`src/hdl/pit_pkg.sv`:
```
// Shared types and helpers for the point-in-triangle test pipeline.
package pit_pkg;

	localparam int unsigned CoordW = 16;
	localparam int unsigned PackW  = 3 * CoordW;
	localparam int unsigned NumVert = 3;

	typedef logic [PackW-1:0] packed_xyz_t;
	typedef logic signed [CoordW-1:0] coord_t;

	// Coordinate selector within a packed triple
	typedef enum logic [1:0] {
		AXIS_X = 2'd0,
		AXIS_Y = 2'd1,
		AXIS_Z = 2'd2
	} axis_t;

	// Per-edge outcome handed from an edge unit to the combining logic
	typedef struct packed {
		logic straddle;  // ends lie on opposite sides of the horizontal through the point
		logic toggle;    // flip the crossing parity
		logic on_edge;   // point lies on this straddling edge
		logic touch;     // non-straddling edge touches the point at the horizontal line
	} edge_stat_t;

	// Pull one signed coordinate out of a packed triple
	function automatic coord_t coord_of(input packed_xyz_t p, input axis_t ax);
		coord_t c;
		case (ax)
			AXIS_X:  c = p[CoordW-1:0];
			AXIS_Y:  c = p[2*CoordW-1:CoordW];
			AXIS_Z:  c = p[3*CoordW-1:2*CoordW];
			default: c = p[CoordW-1:0];
		endcase
		return c;
	endfunction

	// Magnitude of a signed coordinate, one bit wider so that the most negative value fits
	function automatic logic [CoordW:0] mag_of(input coord_t c);
		logic signed [CoordW:0] w;
		w = {c[CoordW-1], c};
		return w[CoordW] ? $unsigned(-w) : $unsigned(w);
	endfunction

endpackage

```
`src/hdl/pit_edge.sv`:
```
// One edge of the crossing-number test: product stage and edge classification.
module pit_edge (
	input  logic             clk,
	input  pit_pkg::coord_t  x0,
	input  pit_pkg::coord_t  y0,
	input  pit_pkg::coord_t  x1,
	input  pit_pkg::coord_t  y1,
	input  pit_pkg::coord_t  tx,
	input  pit_pkg::coord_t  ty,
	output pit_pkg::edge_stat_t stat
);
	import pit_pkg::*;

	logic                signed [CoordW:0]     dxp, dy, dx, dyp;
	logic                       [CoordW:0]     dy_abs;
	logic                signed [2*CoordW+1:0] prod_a, prod_b;
	logic                                      f0, f1, s0, s1;
	logic                                      touch_c;

	logic                signed [2*CoordW+1:0] prod_a_s3, prod_b_s3;
	logic                                      dy_neg_s3;
	logic                       [CoordW-2:0]   half_s3;
	logic                                      straddle_s3, same_s3, s0_s3, touch_s3;

	logic                signed [2*CoordW+2:0] ix, ix_adj, half_ext;
	logic                                      above;

	// Form differences and sides of the point
	always_comb begin
		dxp    = {x1[CoordW-1], x1} - {tx[CoordW-1], tx};
		dy     = {y0[CoordW-1], y0} - {y1[CoordW-1], y1};
		dx     = {x0[CoordW-1], x0} - {x1[CoordW-1], x1};
		dyp    = {y1[CoordW-1], y1} - {ty[CoordW-1], ty};
		dy_abs = dy[CoordW] ? $unsigned(-dy) : $unsigned(dy);
		prod_a = dxp * dy;
		prod_b = dyp * dx;
		f0     = (y0 >= ty);
		f1     = (y1 >= ty);
		s0     = (x0 >= tx);
		s1     = (x1 >= tx);
	end

	// Detect a touch of the point's horizontal line by a non-straddling edge
	always_comb begin
		touch_c = 1'b0;
		if (f1 && (ty == y0)) begin
			if (ty == y1) begin
				if (((x0 < tx) == (x1 < tx)) && (tx != x0))
					touch_c = (tx == x1);
				else
					touch_c = 1'b1;
			end else begin
				touch_c = (tx == x0);
			end
		end
	end

	// Hold products and flags for the combining stage
	always_ff @(posedge clk) begin
		prod_a_s3   <= prod_a;
		prod_b_s3   <= prod_b;
		dy_neg_s3   <= dy[CoordW];
		half_s3     <= dy_abs[CoordW-1:1];
		straddle_s3 <= (f0 != f1);
		same_s3     <= (s0 == s1);
		s0_s3       <= s0;
		touch_s3    <= touch_c;
	end

	// Compare the cross value against half the vertical extent
	always_comb begin
		ix       = {prod_a_s3[2*CoordW+1], prod_a_s3} - {prod_b_s3[2*CoordW+1], prod_b_s3};
		ix_adj   = dy_neg_s3 ? -ix : ix;
		half_ext = $signed({{(CoordW+4){1'b0}}, half_s3});
		above    = (ix_adj > half_ext);

		stat.straddle = straddle_s3;
		stat.toggle   = straddle_s3 & (same_s3 ? s0_s3 : above);
		stat.on_edge  = straddle_s3 & ~same_s3 & ~above & (ix_adj >= -half_ext);
		stat.touch    = ~straddle_s3 & touch_s3;
	end

endmodule

```
`config.mk`:
```
export PLATFORM = sky130hd
export DESIGN_NAME = pit_edge
export DESIGN_NICKNAME = d
export VERILOG_FILES = /design/src/hdl/pit_pkg.sv /design/src/hdl/pit_edge.sv
export SDC_FILE = /design/constraint.sdc
export NUM_CORES = 2
export LEC_CHECK = 0
export BUFFER_PORTS_ARGS = -buffer_cell sky130_fd_sc_hd__buf_2
export CAP_MARGIN = 25
export CORE_UTILIZATION = 50
export CTS_CLUSTER_DIAMETER = 100
export CTS_CLUSTER_SIZE = 40
export DETAILED_ROUTE_END_ITERATION = 6
export PLACE_DENSITY = 0.62
export REMOVE_ABC_BUFFERS = 1
export SYNTH_ARGS = -nofsm -noshare
export SYNTH_HDL_FRONTEND = slang
export SYNTH_SLANG_ARGS = --single-unit
```
`constraint.sdc`:
```
create_clock -name clk -period 11 [get_ports clk]
set_input_delay 1.1 -clock clk [delete_from_list [all_inputs] [get_ports clk]]
set_output_delay 1.1 -clock clk [all_outputs]
set_load 0.02 [all_outputs]
```
==> impl_metrics.py <==
metrics = {
    "status": {
        "outcome": "finished, final reports clean",
    },
    "synthesis": {
        "synth-async-reset-ratio_pct": 0,
        "syn_avg_cell_area_um2": 8.44,
        "synth-seq-cells": 88,
        "ys_warn_count": 0,
        "synth_area_um2": 32000,
        "synth_edf_count": 0,
        "synthFlopType": "dfxtp_1",
        "synthCells": 3792,
        "synth.distinct_cells": 91,
        "ys_seq_area_share_pct": 5.50,
    },
    "placement": {
        "hpwl_um": 82500,
        "port-buffer-count": 100,
        "place_congestion": 0.958,
    },
    "route": {
        "drtIter0Drc": 1940,
        "vias_per_cell": 5.44,
        "dr.pass1.iters": 6,
        "finalWirelength_um": 94300,
        "wire_per_inst_um": 19.8,
        "ant_nets": 0,
        "drc": 0,
        "dr_total_vias": 25946,
    },
    "layout": {
        "diodes": 0,
        "mostFrequentLayoutCells": "inv_1, fa_1, nand2_1",
        "layout_commonest_cell": "inv_1",
        "area_growth_pct": 7.40,
        "finalNetCount": 4968,
        "drive_gt1_share_pct": 7.31,
    },
    "worst_setup_path": {
        "cp_top_family": "compound AO/OA/AOI/OAI gates",
        "worst_setup_path_end_kind": "register",
        "required_ns": 11.29,
        "cp.arrival_ns": 10.69,
        "path_buf_inv": 7,
        "critPathMaxFanout": 15,
        "worst_setup_path_start_kind": "primary input",
        "critPathSlowestCell": "fa_1",
        "cp_slowest_stage_delay_ns": 0.55,
        "path_common_cell": "fa_1",
        "crit_start": "x0[0]",
        "cp.depth": 39,
        "worstSetupPathType": "in2reg",
    },
    "sta": {
        "worstMarginPinSlew_ns": 1.18,
        "hold_viol": 0,
        "fin_crit_sh_pct": 94.6,
        "grt_setup_unrepaired": "false",
        "period_needed_ns": 10.40,
        "setup_viol": 0,
        "slew-limit-headroom_pct": 21.0,
        "finalSetupTns_ns": 0,
        "fmax_mhz": 96.1,
        "report.final.slew_viol_count": 0,
    },
    "die": {
        "fp.dieH_um": 255,
        "dieArea_um2": 65100,
        "initial_core_util_pct": 50.7,
        "die_w_um": 255,
        "num_rows": 92,
        "ios": 101,
        "coreArea_um2": 63200,
    },
    "worst_hold_path": {
        "hold_class": "in2reg",
        "worstHoldPathCells": 5,
        "hold_path_end": "straddle_s3$_DFF_P_",
        "hold_start": "y0[15]",
    },
    "clocking": {
        "cts_hold_buf": 0,
        "cts.sinks": 88,
        "clkTransAtPathRegs_ns": 0.08,
        "clockBufferDepth": 2,
        "cts_max_level": 3,
        "numCtsBuffers": 9,
        "cts_tree": "yes",
        "cts-root-buf": "clkbuf_16",
    },
    "grt": {
        "grt_max_degree": 38,
        "grt_pass1_vias": 26501,
        "overflow": 0,
        "grt_pass1_wl_um": 149000,
        "grt_use_total_pct": 30.6,
        "grt_antenna_before_repair": 6,
    },
    "run": {
        "maxCapViolCount": 0,
    },
}
[through the flow]
stage	instance area (um2)	hold slack (ns)	worst slack (ns)	cells	utilization, %
after floorplan	31600	1.46	0.380	3694	-
after global placement	34000	1.72	0.349	4748	53.9
after detailed placement	34000	1.71	0.247	4748	53.9
after CTS	34300	1.31	0.614	4764	54.3
after global routing	34400	1.36	0.00641	4770	54.4
final	34400	1.32	0.598	4770	54.4
[worst min-delay path, cell delays in order]
cell     delay [ns]
buf_2          0.11
ha_1           0.17
o21ai_0        0.09
nand2_1        0.08
xor2_1         0.10
[cell usage after synthesis (all sizes together) (7+ instances only)]
cell type,n,area [um2]
nand4,39,244
o211ai,15,118
o31ai,14,119
dfxtp,88,1760
nand2,391,1470
and4,10,87.6
a31oi,22,144
nor3b,7,52.6
fa,597,12000
o21a,33,248
nand2b,46,288
a21o,55,414
o21bai,20,150
clkbuf,81,304
ha,355,4440
a21oi,137,689
a21boi,17,128
and3,18,113
nor4,20,144
nor2,385,1450
nor2b,35,219
xnor2,170,1490
o21ai,106,531
or2,21,131
nand3,37,185
o41ai,8,88.8
or3,17,108
xor2,48,420
inv,808,3030
a211o,12,105
buf,17,116
nor3,38,200
a211oi,12,95.1
and2,29,183
[cells by family after synthesis]
group	Yosys count	synth area share (%)
fa+ha+maj	952	51.2
xor+xnor	218	5.96
compound gates	508	10.5
buf+inv	908	10.8
flops	88	5.50
simple gates	1110	15.8
mux	8	0.258
[worst max path at each step]
stage	to	slack [ns]
floorplan	prod_b_s3[30]$_DFF_P_	0.38
detailed placement	prod_b_s3[30]$_DFF_P_	0.25
CTS	prod_b_s3[30]$_DFF_P_	0.61
finish	prod_b_s3[30]$_DFF_P_	0.60
global placement	prod_b_s3[30]$_DFF_P_	0.35
global route	prod_b_s3[30]$_DFF_P_	0.006
[registers in the layout (all words and copies together), names as in the netlist]
register     flops
prod_b_s3       34
prod_a_s3       34
same_s3          1
half_s3         15
touch_s3         1
straddle_s3      1
s0_s3            1
dy_neg_s3        1
[timing repair]
| action | CTS | global route |
|---|---|---|
| setup endpoints to repair | 0 | 2 |
| gates resized for setup | 0 | 1 |
| setup buffers | 0 | 2 |
[area by class of cell]
| cell class | instances | area [um2] |
|---|---|---|
| fillers | 6050 | 28800 |
| flip-flops and latches | 88 | 1760 |
| clock inverters | 5 | 38.8 |
| well taps | 846 | 1060 |
| repair buffers | 214 | 1380 |
| clock buffers | 11 | 243 |
| multi-input cells | 2796 | 26900 |
| inverters | 810 | 3040 |
[routing by layer]
metal  track usage, %  wire length [um]  vias up
met2             48.0             41300      942
met4             13.2              4770       10
li1                 -                 -    12150
met3             7.06              8380      199
met5                0                58        -
met1             40.4             39700    12645
Power is not shown: default switching activity piles up to over one toggle a cycle in this logic, so the estimate is an artifact.
